### config.mk
export PLATFORM = sky130hd
export DESIGN_NAME = quad_x_damped_motor_mixer
export DESIGN_NICKNAME = d
export VERILOG_FILES = /design/src/hw/rtl/qxm_pkg.sv /design/src/hw/rtl/quad_x_damped_motor_mixer.sv /design/src/hw/rtl/qxm_axis.sv
export SDC_FILE = /design/constraint.sdc
export NUM_CORES = 2
export LEC_CHECK = 0
export ABC_AREA = 1
export BUFFER_PORTS_ARGS = -buffer_cell sky130_fd_sc_hd__buf_2
export CORE_ASPECT_RATIO = 0.8
export CORE_MARGIN = 5
export CORE_UTILIZATION = 60
export DETAILED_ROUTE_END_ITERATION = 16
export PLACE_DENSITY_LB_ADDON = 0.05
export SLEW_MARGIN = 5
export SYNTH_ARGS = -nofsm -noshare
export SYNTH_HDL_FRONTEND = slang
export SYNTH_SLANG_ARGS = --single-unit
export TNS_END_PERCENT = 50
### constraint.sdc
create_clock -name clk -period 9.6 [get_ports clk]
set_input_delay 0 -clock clk [delete_from_list [all_inputs] [get_ports clk]]
set_output_delay 0 -clock clk [all_outputs]
set_load 0.005 [all_outputs]
### src/hw/rtl/qxm_pkg.sv
`default_nettype none

package qxm_pkg;

	localparam int PULSE_W   = 12;
	localparam int GYRO_W    = 16;
	localparam int TRIM_W    = 10;
	localparam int GAIN_W    = 16;
	localparam int MOTOR_W   = 11;
	localparam int FRAC_BITS = 8;
	localparam int CFG_DATA_W  = 16;
	localparam int CFG_INDEX_W = 3;

	// Centered axis command with 8 fraction bits.
	localparam int AXIS_W = 26;
	// Throttle term with 8 fraction bits.
	localparam int THR_W  = 22;
	// Motor sum of throttle and three axes.
	localparam int SUM_W  = 28;

	localparam int PULSE_CENTRE = 1500;
	localparam int MOTOR_MIN    = 900;
	localparam int MOTOR_MAX    = 1900;
	localparam int MOTOR_OFFSET = 100;

	localparam logic [CFG_INDEX_W-1:0] REG_THROTTLE_TRIM = 3'd0;
	localparam logic [CFG_INDEX_W-1:0] REG_ROLL_TRIM     = 3'd1;
	localparam logic [CFG_INDEX_W-1:0] REG_PITCH_TRIM    = 3'd2;
	localparam logic [CFG_INDEX_W-1:0] REG_YAW_TRIM      = 3'd3;
	localparam logic [CFG_INDEX_W-1:0] REG_ROLL_GAIN     = 3'd4;
	localparam logic [CFG_INDEX_W-1:0] REG_PITCH_GAIN    = 3'd5;
	localparam logic [CFG_INDEX_W-1:0] REG_YAW_GAIN      = 3'd6;

	typedef struct packed {
		logic        [PULSE_W-1:0] throttle_pulse;
		logic        [PULSE_W-1:0] roll_pulse;
		logic        [PULSE_W-1:0] pitch_pulse;
		logic        [PULSE_W-1:0] yaw_pulse;
		logic signed [GYRO_W-1:0]  gyro_roll;
		logic signed [GYRO_W-1:0]  gyro_pitch;
		logic signed [GYRO_W-1:0]  gyro_yaw;
	} sample_t;

	typedef struct packed {
		logic [MOTOR_W-1:0] motor_front_right;
		logic [MOTOR_W-1:0] motor_back_right;
		logic [MOTOR_W-1:0] motor_back_left;
		logic [MOTOR_W-1:0] motor_front_left;
	} motors_t;

endpackage

`default_nettype wire

### src/hw/rtl/quad_x_damped_motor_mixer.sv
`default_nettype none

// X-frame quadcopter mixer with gyro rate damping. An item is taken at every
// clock edge where start is high; busy is always low, so one item per cycle
// is sustained. The result passes through the input register, the axis
// multiply register and the clamp register, and is shown for exactly one
// cycle with done high; the receiver cannot stall, so it must capture the
// four motor pulses in that cycle. Trims and gains are written through the
// cfg port and should only change while no item is in flight.
module quad_x_damped_motor_mixer (
	input  wire logic                               clk,
	input  wire logic                               arst_n,
	input  wire logic                               start,
	output      logic                               busy,
	input  wire qxm_pkg::sample_t                   sample,
	output      logic                               done,
	output      qxm_pkg::motors_t                   motors,
	input  wire logic                               cfg_we,
	input  wire logic [qxm_pkg::CFG_INDEX_W-1:0]    cfg_index,
	input  wire logic [qxm_pkg::CFG_DATA_W-1:0]     cfg_data
);

	localparam int SUM_W   = qxm_pkg::SUM_W;
	localparam int THR_C_W = qxm_pkg::PULSE_W + 2;

	logic signed [qxm_pkg::TRIM_W-1:0] throttle_trim_q;
	logic signed [qxm_pkg::TRIM_W-1:0] roll_trim_q;
	logic signed [qxm_pkg::TRIM_W-1:0] pitch_trim_q;
	logic signed [qxm_pkg::TRIM_W-1:0] yaw_trim_q;
	logic signed [qxm_pkg::GAIN_W-1:0] roll_gain_q;
	logic signed [qxm_pkg::GAIN_W-1:0] pitch_gain_q;
	logic signed [qxm_pkg::GAIN_W-1:0] yaw_gain_q;

	qxm_pkg::sample_t sample_s1;
	logic             valid_s1;

	logic signed [THR_C_W-1:0]        thr_sum;
	logic signed [qxm_pkg::AXIS_W-1:0] roll_axis;
	logic signed [qxm_pkg::AXIS_W-1:0] pitch_axis;
	logic signed [qxm_pkg::AXIS_W-1:0] yaw_axis;

	logic signed [qxm_pkg::THR_W-1:0]  thr_s2;
	logic signed [qxm_pkg::AXIS_W-1:0] roll_s2;
	logic signed [qxm_pkg::AXIS_W-1:0] pitch_s2;
	logic signed [qxm_pkg::AXIS_W-1:0] yaw_s2;
	logic                             valid_s2;

	logic signed [SUM_W-1:0] t_w;
	logic signed [SUM_W-1:0] r_w;
	logic signed [SUM_W-1:0] p_w;
	logic signed [SUM_W-1:0] y_w;

	qxm_pkg::motors_t motors_next;
	qxm_pkg::motors_t motors_q;
	logic             done_q;

	function automatic logic [qxm_pkg::MOTOR_W-1:0] clamp_motor(
		input logic signed [SUM_W-1:0] sum
	);
		logic signed [SUM_W-1:0]   lo;
		logic signed [SUM_W-1:0]   hi;
		logic signed [SUM_W-1:0]   c;
		logic [qxm_pkg::MOTOR_W-1:0] whole;
		lo = SUM_W'(qxm_pkg::MOTOR_MIN) <<< qxm_pkg::FRAC_BITS;
		hi = SUM_W'(qxm_pkg::MOTOR_MAX) <<< qxm_pkg::FRAC_BITS;
		priority if (sum >= hi) begin
			c = hi;
		end else if (sum < lo) begin
			c = lo;
		end else begin
			c = sum;
		end
		whole = c[qxm_pkg::FRAC_BITS +: qxm_pkg::MOTOR_W];
		return whole - qxm_pkg::MOTOR_W'(qxm_pkg::MOTOR_OFFSET);
	endfunction

	assign busy = 1'b0;

	always_ff @(posedge clk or negedge arst_n) begin
		if (!arst_n) begin
			throttle_trim_q <= '0;
			roll_trim_q     <= '0;
			pitch_trim_q    <= '0;
			yaw_trim_q      <= '0;
			roll_gain_q     <= '0;
			pitch_gain_q    <= '0;
			yaw_gain_q      <= '0;
		end else if (cfg_we) begin
			unique case (cfg_index)
				qxm_pkg::REG_THROTTLE_TRIM: begin
					throttle_trim_q <= cfg_data[qxm_pkg::TRIM_W-1:0];
				end
				qxm_pkg::REG_ROLL_TRIM: begin
					roll_trim_q <= cfg_data[qxm_pkg::TRIM_W-1:0];
				end
				qxm_pkg::REG_PITCH_TRIM: begin
					pitch_trim_q <= cfg_data[qxm_pkg::TRIM_W-1:0];
				end
				qxm_pkg::REG_YAW_TRIM: begin
					yaw_trim_q <= cfg_data[qxm_pkg::TRIM_W-1:0];
				end
				qxm_pkg::REG_ROLL_GAIN: begin
					roll_gain_q <= cfg_data[qxm_pkg::GAIN_W-1:0];
				end
				qxm_pkg::REG_PITCH_GAIN: begin
					pitch_gain_q <= cfg_data[qxm_pkg::GAIN_W-1:0];
				end
				qxm_pkg::REG_YAW_GAIN: begin
					yaw_gain_q <= cfg_data[qxm_pkg::GAIN_W-1:0];
				end
				default: begin
				end
			endcase
		end
	end

	always_ff @(posedge clk or negedge arst_n) begin
		if (!arst_n) begin
			valid_s1 <= 1'b0;
			valid_s2 <= 1'b0;
			done_q   <= 1'b0;
		end else begin
			valid_s1 <= start;
			valid_s2 <= valid_s1;
			done_q   <= valid_s2;
		end
	end

	always_ff @(posedge clk) begin
		if (start) begin
			sample_s1 <= sample;
		end
	end

	qxm_axis u_roll (
		.pulse (sample_s1.roll_pulse),
		.trim  (roll_trim_q),
		.gain  (roll_gain_q),
		.gyro  (sample_s1.gyro_roll),
		.axis  (roll_axis)
	);

	qxm_axis u_pitch (
		.pulse (sample_s1.pitch_pulse),
		.trim  (pitch_trim_q),
		.gain  (pitch_gain_q),
		.gyro  (sample_s1.gyro_pitch),
		.axis  (pitch_axis)
	);

	qxm_axis u_yaw (
		.pulse (sample_s1.yaw_pulse),
		.trim  (yaw_trim_q),
		.gain  (yaw_gain_q),
		.gyro  (sample_s1.gyro_yaw),
		.axis  (yaw_axis)
	);

	assign thr_sum = signed'({2'b00, sample_s1.throttle_pulse}) + THR_C_W'(throttle_trim_q);

	always_ff @(posedge clk) begin
		if (valid_s1) begin
			thr_s2   <= {thr_sum, {qxm_pkg::FRAC_BITS{1'b0}}};
			roll_s2  <= roll_axis;
			pitch_s2 <= pitch_axis;
			yaw_s2   <= yaw_axis;
		end
	end

	assign t_w = SUM_W'(thr_s2);
	assign r_w = SUM_W'(roll_s2);
	assign p_w = SUM_W'(pitch_s2);
	assign y_w = SUM_W'(yaw_s2);

	always_comb begin
		motors_next.motor_front_right = clamp_motor(t_w - r_w - p_w + y_w);
		motors_next.motor_back_right  = clamp_motor(t_w - r_w + p_w - y_w);
		motors_next.motor_back_left   = clamp_motor(t_w + r_w + p_w + y_w);
		motors_next.motor_front_left  = clamp_motor(t_w + r_w - p_w - y_w);
	end

	always_ff @(posedge clk) begin
		if (valid_s2) begin
			motors_q <= motors_next;
		end
	end

	assign motors = motors_q;
	assign done   = done_q;

endmodule

`default_nettype wire

### src/hw/rtl/qxm_axis.sv
`default_nettype none

module qxm_axis (
	input  wire logic        [qxm_pkg::PULSE_W-1:0] pulse,
	input  wire logic signed [qxm_pkg::TRIM_W-1:0]  trim,
	input  wire logic signed [qxm_pkg::GAIN_W-1:0]  gain,
	input  wire logic signed [qxm_pkg::GYRO_W-1:0]  gyro,
	output      logic signed [qxm_pkg::AXIS_W-1:0]  axis
);

	localparam int PROD_W = qxm_pkg::GAIN_W + qxm_pkg::GYRO_W;
	localparam int CENT_W = qxm_pkg::PULSE_W + 2;

	logic signed [CENT_W-1:0]                     centred;
	logic signed [CENT_W+qxm_pkg::FRAC_BITS-1:0]  base_q8;
	logic signed [PROD_W-1:0]                     prod;
	logic signed [PROD_W-qxm_pkg::FRAC_BITS-1:0]  damp_q8;

	assign centred = signed'({2'b00, pulse}) - CENT_W'(qxm_pkg::PULSE_CENTRE)
		+ CENT_W'(trim);
	assign base_q8 = {centred, {qxm_pkg::FRAC_BITS{1'b0}}};

	// The product carries 16 fraction bits; dropping the low 8 floors it to Q.8.
	assign prod    = PROD_W'(gain) * PROD_W'(gyro);
	assign damp_q8 = $signed(prod[PROD_W-1:qxm_pkg::FRAC_BITS]);

	assign axis = qxm_pkg::AXIS_W'(base_q8) - qxm_pkg::AXIS_W'(damp_q8);

endmodule

`default_nettype wire

# Word-level counts from Yosys, hierarchy flattened
# Cells that the tools add are included.
classes:
  shifts: 0
  multipliers: 3
  n_eq_ne: 6
  order_cmp: 8
  div: 0
  bitwise_logic: 0
  muxes: 8
  addsub: 24
  reduce_logical: 8
ops:
  columns: ["operator", "n"]
  rows:
  - ["two-way mux 19 bit", 8]
  - ["greater-or-equal comparator 28 x 20 -> 1 bit (second input constant)", 4]
  - ["< comparator 28 x 19 -> 1 bit (second input constant)", 4]
  - ["multiplier 16 x 16 -> 32 bit", 3]
  - ["subtractor 22 x 24 -> 25 bit", 3]
  - ["adder 13 x 10 -> 14 bit", 4]
  - ["adder 27 x 25 -> 28 bit", 2]
  - ["subtractor 27 x 25 -> 28 bit", 2]
  - ["adder 26 x 25 -> 27 bit", 2]
  - ["subtractor 26 x 25 -> 27 bit", 2]
  - ["subtractor 11 x 7 -> 11 bit (second input constant)", 4]
  - ["subtractor 12 x 11 -> 13 bit (second input constant)", 3]
  - ["adder 22 x 25 -> 26 bit", 1]
  - ["subtractor 22 x 25 -> 26 bit", 1]
  - ["AND reduction 2 bit", 7]
  - ["== test 3 bit (second input constant)", 3]
  - ["== test 3 x 2 -> 1 bit (second input constant)", 2]
  - ["== test 3 x 1 -> 1 bit (second input constant)", 1]
  - ["logical NOT 3 bit", 1]
word_totals:
  n_memories: 0
  in_bits: 119
  wordCells: 82
  romBits: 0
  ramBits: 0
  latchBits: 0
  ff_bits: 320

# Longest topological paths before layout
logic_depth:
  word_depth: 7
  mapped_depth: 43
  mapped_depth_nobuf: 41

# Cells and area by module
# A second synthesis with hierarchy kept.
unflattened:
  cells_unflattened: 8099
  area_unflattened_um2: 61535.3
by_module_without_submodules:
  columns: ["module", "instances", "area_each_um2", "seq_area_each_um2", "cells_each"]
  rows:
  - ["quad_x_damped_motor_mixer", 1, 24259.5, 9243.9, 2981]
  - ["qxm_axis (u_yaw)", 1, 12450.7, 0.0, 1700]
  - ["qxm_axis (u_roll)", 1, 12425.7, 0.0, 1716]
  - ["qxm_axis (u_pitch)", 1, 12399.4, 0.0, 1702]

# Worst setup path before layout
# OpenSTA, ideal clock, no wires.
synth_path:
  path_type: "reg-to-reg"
  startpoint: "reg yaw_gain_q[7] (netlist name)"
  endpoint: "reg yaw_s2[24] (netlist name)"
  arrival_ns: 6.894
  path_buffers: 2
  setup_slack_ns: 2.446
  required_time_ns: 9.340
  synth_period_minus_slack_ns: 7.154
  stages_incl_launch_ff: 34
  setup_time_ns: 0.260
  path_cell_list: "dfrtp_1 -> clkbuf_1 -> clkbuf_1 -> nand2_1 -> fa_1 -> inv_1 -> fa_1 -> inv_1 -> fa_1 -> inv_1 -> fa_1 -> fa_1 -> inv_1 -> fa_1 -> inv_1 -> ha_1 -> a21oi_1 -> o21ai_0 -> a21oi_1 -> nand2_1 -> a21boi_1 -> o21ai_1 -> a21boi_1 -> o21ai_1 -> xnor2_1 -> ha_1 -> a21oi_1 -> o21a_1 -> inv_1 -> a21oi_1 -> inv_1 -> a221oi_1 -> nand2_1 -> xor2_1"
synth_between:
  elab_chain_cells: 2
synth_lines:
  columns: ["element", "line_no", "text"]
  rows:
  - ["start: declaration", "quad_x_damped_motor_mixer.sv:32", "logic signed [qxm_pkg::GAIN_W-1:0] yaw_gain_q;"]
  - ["start signal: assignment", "quad_x_damped_motor_mixer.sv:109", "yaw_gain_q <= cfg_data[qxm_pkg::GAIN_W-1:0];"]
  - ["multiplier 16 x 16 -> 32 bit", "qxm_axis.sv:24", "assign prod = PROD_W'(gain) * PROD_W'(gyro);"]
  - ["subtractor 22 x 24 -> 25 bit", "qxm_axis.sv:27", "assign axis = qxm_pkg::AXIS_W'(base_q8) - qxm_pkg::AXIS_W'(damp_q8);"]
  - ["via u_yaw.axis (one bit)", "qxm_axis.sv:8", "output logic signed [qxm_pkg::AXIS_W-1:0] axis"]
# The timed path passes the listed nets, and every way through them passes these cells.
# A chain may end at the register's enable or synchronous reset.

# Worst setup path after layout
layout_path:
  startpoint: "reg pitch_gain_q[9] (netlist name)"
  endpoint: "reg pitch_s2[21] (netlist name), data pin"
layout_between:
  elab_chain_cells: 2
layout_lines:
  columns: ["element", "line_no", "text"]
  rows:
  - ["start: declaration", "quad_x_damped_motor_mixer.sv:31", "logic signed [qxm_pkg::GAIN_W-1:0] pitch_gain_q;"]
  - ["start signal: assignment", "quad_x_damped_motor_mixer.sv:106", "pitch_gain_q <= cfg_data[qxm_pkg::GAIN_W-1:0];"]
  - ["multiplier 16 x 16 -> 32 bit", "qxm_axis.sv:24", null]
  - ["subtractor 22 x 24 -> 25 bit", "qxm_axis.sv:27", null]
  - ["via pitch_axis (one bit)", "quad_x_damped_motor_mixer.sv:39", "logic signed [qxm_pkg::AXIS_W-1:0] pitch_axis;"]
  - ["end signal: assignment", "quad_x_damped_motor_mixer.sv:165", "pitch_s2 <= pitch_axis;"]
  - ["end: declaration", "quad_x_damped_motor_mixer.sv:44", "logic signed [qxm_pkg::AXIS_W-1:0] pitch_s2;"]
# The timed path passes the listed nets, and every way through them passes these cells.

==> impl_metrics.prom <==
# TYPE chip_impl_metric gauge
chip_impl_metric{name="post-dp-hpwl",unit="um"} 139000
chip_impl_metric{name="grt_use_total",unit="%"} 32.5
chip_impl_metric{name="synth.yosys.seq_area_share",unit="%"} 15.5
chip_impl_metric{name="synth.cell_area",unit="um2"} 59200
chip_impl_info{name="timing.hold.worst.start",value="sample[12]"} 1
chip_impl_metric{name="wl_per_cell",unit="um"} 18.3
chip_impl_metric{name="maxCapViolCount",unit=""} 0
chip_impl_info{name="hold_path_class",value="primary input to register"} 1
chip_impl_metric{name="critical_path.max_fanout",unit=""} 17
chip_impl_metric{name="placeableCoreArea",unit="um2"} 98300
chip_impl_metric{name="ys_seq_elements",unit=""} 320
chip_impl_info{name="critical_path.reg2reg.startpoint",value="pitch_gain_q[9]"} 1
chip_impl_metric{name="drc",unit=""} 0
chip_impl_metric{name="number_of_buffers_inserted_during_clock_tree_synthesis",unit=""} 39
chip_impl_metric{name="worst_skew_late_latency",unit="ns"} 0.60
chip_impl_metric{name="slew_headroom",unit="%"} 19.3
chip_impl_metric{name="place.detailed.instances",unit=""} 8930
chip_impl_metric{name="setup-tns-final",unit="ns"} 0
chip_impl_metric{name="drt_wl_total",unit="um"} 167000
chip_impl_info{name="cpMostUsedCell",value="nand2_1"} 1
chip_impl_metric{name="grt_pass1_wl",unit="um"} 270000
chip_impl_metric{name="postSynth.asyncResetShare",unit="%"} 28.4
chip_impl_metric{name="global_route.overflow_total",unit=""} 0
chip_impl_metric{name="fmax",unit="MHz"} 123
chip_impl_metric{name="grt_pass1_vias",unit=""} 49400
chip_impl_metric{name="finalMaxSlewViolations",unit=""} 0
chip_impl_info{name="start_kind",value="register"} 1
chip_impl_metric{name="worst_ep_arrival_time",unit="ns"} 8.43
chip_impl_metric{name="die_area",unit="um2"} 105000
chip_impl_metric{name="yosysWarnings",unit=""} 0
chip_impl_info{name="worst_setup_path_end_kind",value="register"} 1
chip_impl_metric{name="die_height",unit="um"} 291
chip_impl_metric{name="slowest_delay",unit="ns"} 0.82
chip_impl_metric{name="boundaryPins",unit=""} 165
chip_impl_metric{name="period_share",unit="%"} 84.5
chip_impl_metric{name="worst-endpoint-required",unit="ns"} 9.92
chip_impl_metric{name="number_of_synthesized_flops_with_an_enable_pin",unit=""} 229
chip_impl_metric{name="drt-pass1-iter-count",unit=""} 6
chip_impl_metric{name="syn_to_final_growth",unit="%"} 7.07
chip_impl_metric{name="antenna_violating_nets_post_route",unit=""} 0
chip_impl_metric{name="worstPathBufferInverterCount",unit=""} 1
chip_impl_metric{name="initial_utilization",unit="%"} 60.2
chip_impl_metric{name="cts.path.max_buffers",unit=""} 3
chip_impl_metric{name="clock_skew",unit="ns"} 0.0315
chip_impl_metric{name="dr_total_vias",unit=""} 48400
chip_impl_info{name="setup_repair_after_global_routing_missed_its_margin",value="false"} 1
chip_impl_metric{name="net_count_after_synthesis",unit=""} 9159
chip_impl_info{name="tritoncts",value="yes"} 1
chip_impl_metric{name="grt_start_max_net_pins",unit=""} 63
chip_impl_metric{name="cts.clk_slew.worst_paths",unit="ns"} 0.06
chip_impl_metric{name="synth_cell_types",unit=""} 59
chip_impl_info{name="main_flop_type_after_synthesis",value="edfxtp_1"} 1
chip_impl_info{name="timing.critical_path.from",value="pitch_gain_q[9]"} 1
chip_impl_info{name="cpMaxStageDelayCell",value="dfrtp_1"} 1
chip_impl_metric{name="cp.depth",unit=""} 28
chip_impl_metric{name="fin_cells",unit=""} 9114
chip_impl_info{name="outcome",value="finished clean"} 1
chip_impl_metric{name="die_span_x",unit="um"} 361
chip_impl_metric{name="worst-r2r-cell-count",unit=""} 28
chip_impl_metric{name="rows",unit=""} 103
chip_impl_metric{name="hold_viol",unit=""} 0
chip_impl_metric{name="starting_drt_drc_count",unit=""} 3959
chip_impl_metric{name="design.final.nets",unit=""} 9274
chip_impl_metric{name="buffer_ports.inserted",unit=""} 163
chip_impl_info{name="root_buffer",value="clkbuf_16"} 1
chip_impl_metric{name="worst-slew-pin-transition",unit="ns"} 1.21
chip_impl_metric{name="vias_per_cell",unit=""} 5.31
chip_impl_info{name="critical_setup_path_kind",value="register to register"} 1
chip_impl_metric{name="gp_congestion",unit=""} 1.03
chip_impl_info{name="timing.critical_path.max_delay_family",value="adder cells"} 1
chip_impl_metric{name="finalSetupViolations",unit=""} 0
chip_impl_metric{name="number_of_cells_produced_by_synthesis",unit=""} 7650
chip_impl_metric{name="cts-htree-levels",unit=""} 2
chip_impl_metric{name="synth.avg_cell_area",unit="um2"} 7.74
chip_impl_metric{name="layout-drive-gt1-share",unit="%"} 4.26
chip_impl_metric{name="holdPathStages",unit=""} 2
chip_impl_metric{name="antenna_found_initial",unit=""} 8
chip_impl_metric{name="cts_num_sinks",unit=""} 320
chip_impl_metric{name="final.min_clock_period",unit="ns"} 8.11
## what timing repair did
item	4_1_cts	5_1_grt
endpoints found under the setup margin	0	0
resized for setup	0	0
setup buffers	0	0
endpoints found under the hold margin	177	0
hold buffers	106	0
## state kept, by name (all words and copies together) (netlist names)
signal           count
sample_s1           96
motors              44
pitch_s2            25
roll_s2             25
yaw_s2              25
pitch_gain_q        16
roll_gain_q         16
yaw_gain_q          16
thr_s2              14
pitch_trim_q        10
roll_trim_q         10
throttle_trim_q     10
yaw_trim_q          10
done                 1
valid_s1             1
valid_s2             1
## Yosys cell counts (16+ instances only)
master       n  share of area, %
clkbuf_1   201               1.3
nand4_1     64              0.68
edfxtp_1   229                12
a211oi_1    16              0.20
dfrtp_1     91               3.8
inv_1     1978                13
o21ai_1     28              0.24
fa_1       893                30
nand3_1    223               1.9
o21a_1      24              0.30
o21ai_0    210               1.8
or2_2       20              0.21
nand2_1   1929                12
o21bai_1    22              0.28
xnor2_1     94               1.4
a21oi_1    337               2.8
nor3_1      47              0.40
xor2_1     183               2.7
nor2_1     371               2.4
ha_1       497                11
nor2_2      18              0.19
nand3b_1    19              0.24
## logic make-up after synthesis
kind of cell,share of synthesized area [%]
flip-flops,15.5
other,0.00633
AND/OR/NAND/NOR,18.9
adder cells (fa/ha/maj),40.7
XOR/XNOR,4.26
AO/OA/AOI/OAI,6.74
buffers and inverters,13.9
## metrics by stage
stage | hold WS (ns) | area [um2] | util (%) | worst slack (ns)
3_3_place_gp | -0.0381 | 61000 | 62.0 | 1.76
5_1_grt | 0.0946 | 63400 | 64.4 | 1.01
2_1_floorplan | -0.296 | 59200 | - | 2.45
4_1_cts | 0.0623 | 63400 | 64.4 | 1.67
6_report | 0.111 | 63400 | 64.5 | 1.49
3_5_place_dp | -0.0371 | 61000 | 62.0 | 1.71
## worst paths after layout
kind	endpoint	slack [ns]
max	pitch_s2[21]	1.49
max reg2reg	pitch_s2[21]	1.49
min in group asynchronous	yaw_gain_q[0]	0.46
max in group asynchronous	valid_s1	8.05
min reg2reg	throttle_trim_q[8]	0.49
min	sample_s1[12]	0.11
## metal layers
layer | global-route usage, % | vias to the layer above | wire length (um)
li1 | - | 23100 | -
met1 | 46.8 | 23400 | 74200
met2 | 50.6 | 1737 | 73400
met3 | 6.17 | 249 | 14200
met4 | 9.22 | 8 | 5170
met5 | 0 | - | 77
## final cells by class
cell class                      instances  area (um2)
Clock buffer                           45        1020
Timing Repair Buffer                  282        1990
Tap cell                             1312        1640
Clock inverter                         27         315
Sequential cell                       320        9160
Antenna cell                            6        15.0
Multi-Input combinational cell       5138       41800
Inverter                             1984        7450
Fill cell                            8641       34900
## cell usage in the layout (no fill, tap or decap), types with 7 or more instances in the layout
master | netlist | final
a211oi_1 | 16 | 16
a21o_1 | 15 | 15
a21oi_1 | 337 | 337
a221oi_1 | 14 | 14
and2_1 | 8 | 8
buf_2 | 3 | 161
buf_4 | 2 | 15
clkbuf_16 | 0 | 39
dfrtp_1 | 91 | 89
dlygate4sd3_1 | 0 | 105
edfxtp_1 | 229 | 229
fa_1 | 893 | 893
ha_1 | 497 | 497
inv_1 | 1978 | 1978
inv_6 | 0 | 8
nand2_1 | 1929 | 1929
nand2_2 | 15 | 15
nand3_1 | 223 | 223
nand3b_1 | 19 | 19
nand4_1 | 64 | 64
nor2_1 | 371 | 371
nor2_2 | 18 | 18
nor3_1 | 47 | 47
nor4_1 | 14 | 14
o21a_1 | 24 | 24
o21ai_0 | 210 | 210
o21ai_1 | 28 | 28
o21ai_2 | 7 | 7
o21bai_1 | 22 | 22
o221ai_1 | 8 | 8
o31ai_1 | 8 | 8
or2_2 | 20 | 20
xnor2_1 | 94 | 94
xor2_1 | 183 | 183
Power is left out: the tool's default activity adds up to more than one toggle a clock period on the data nets, which glitch-free logic cannot reach.
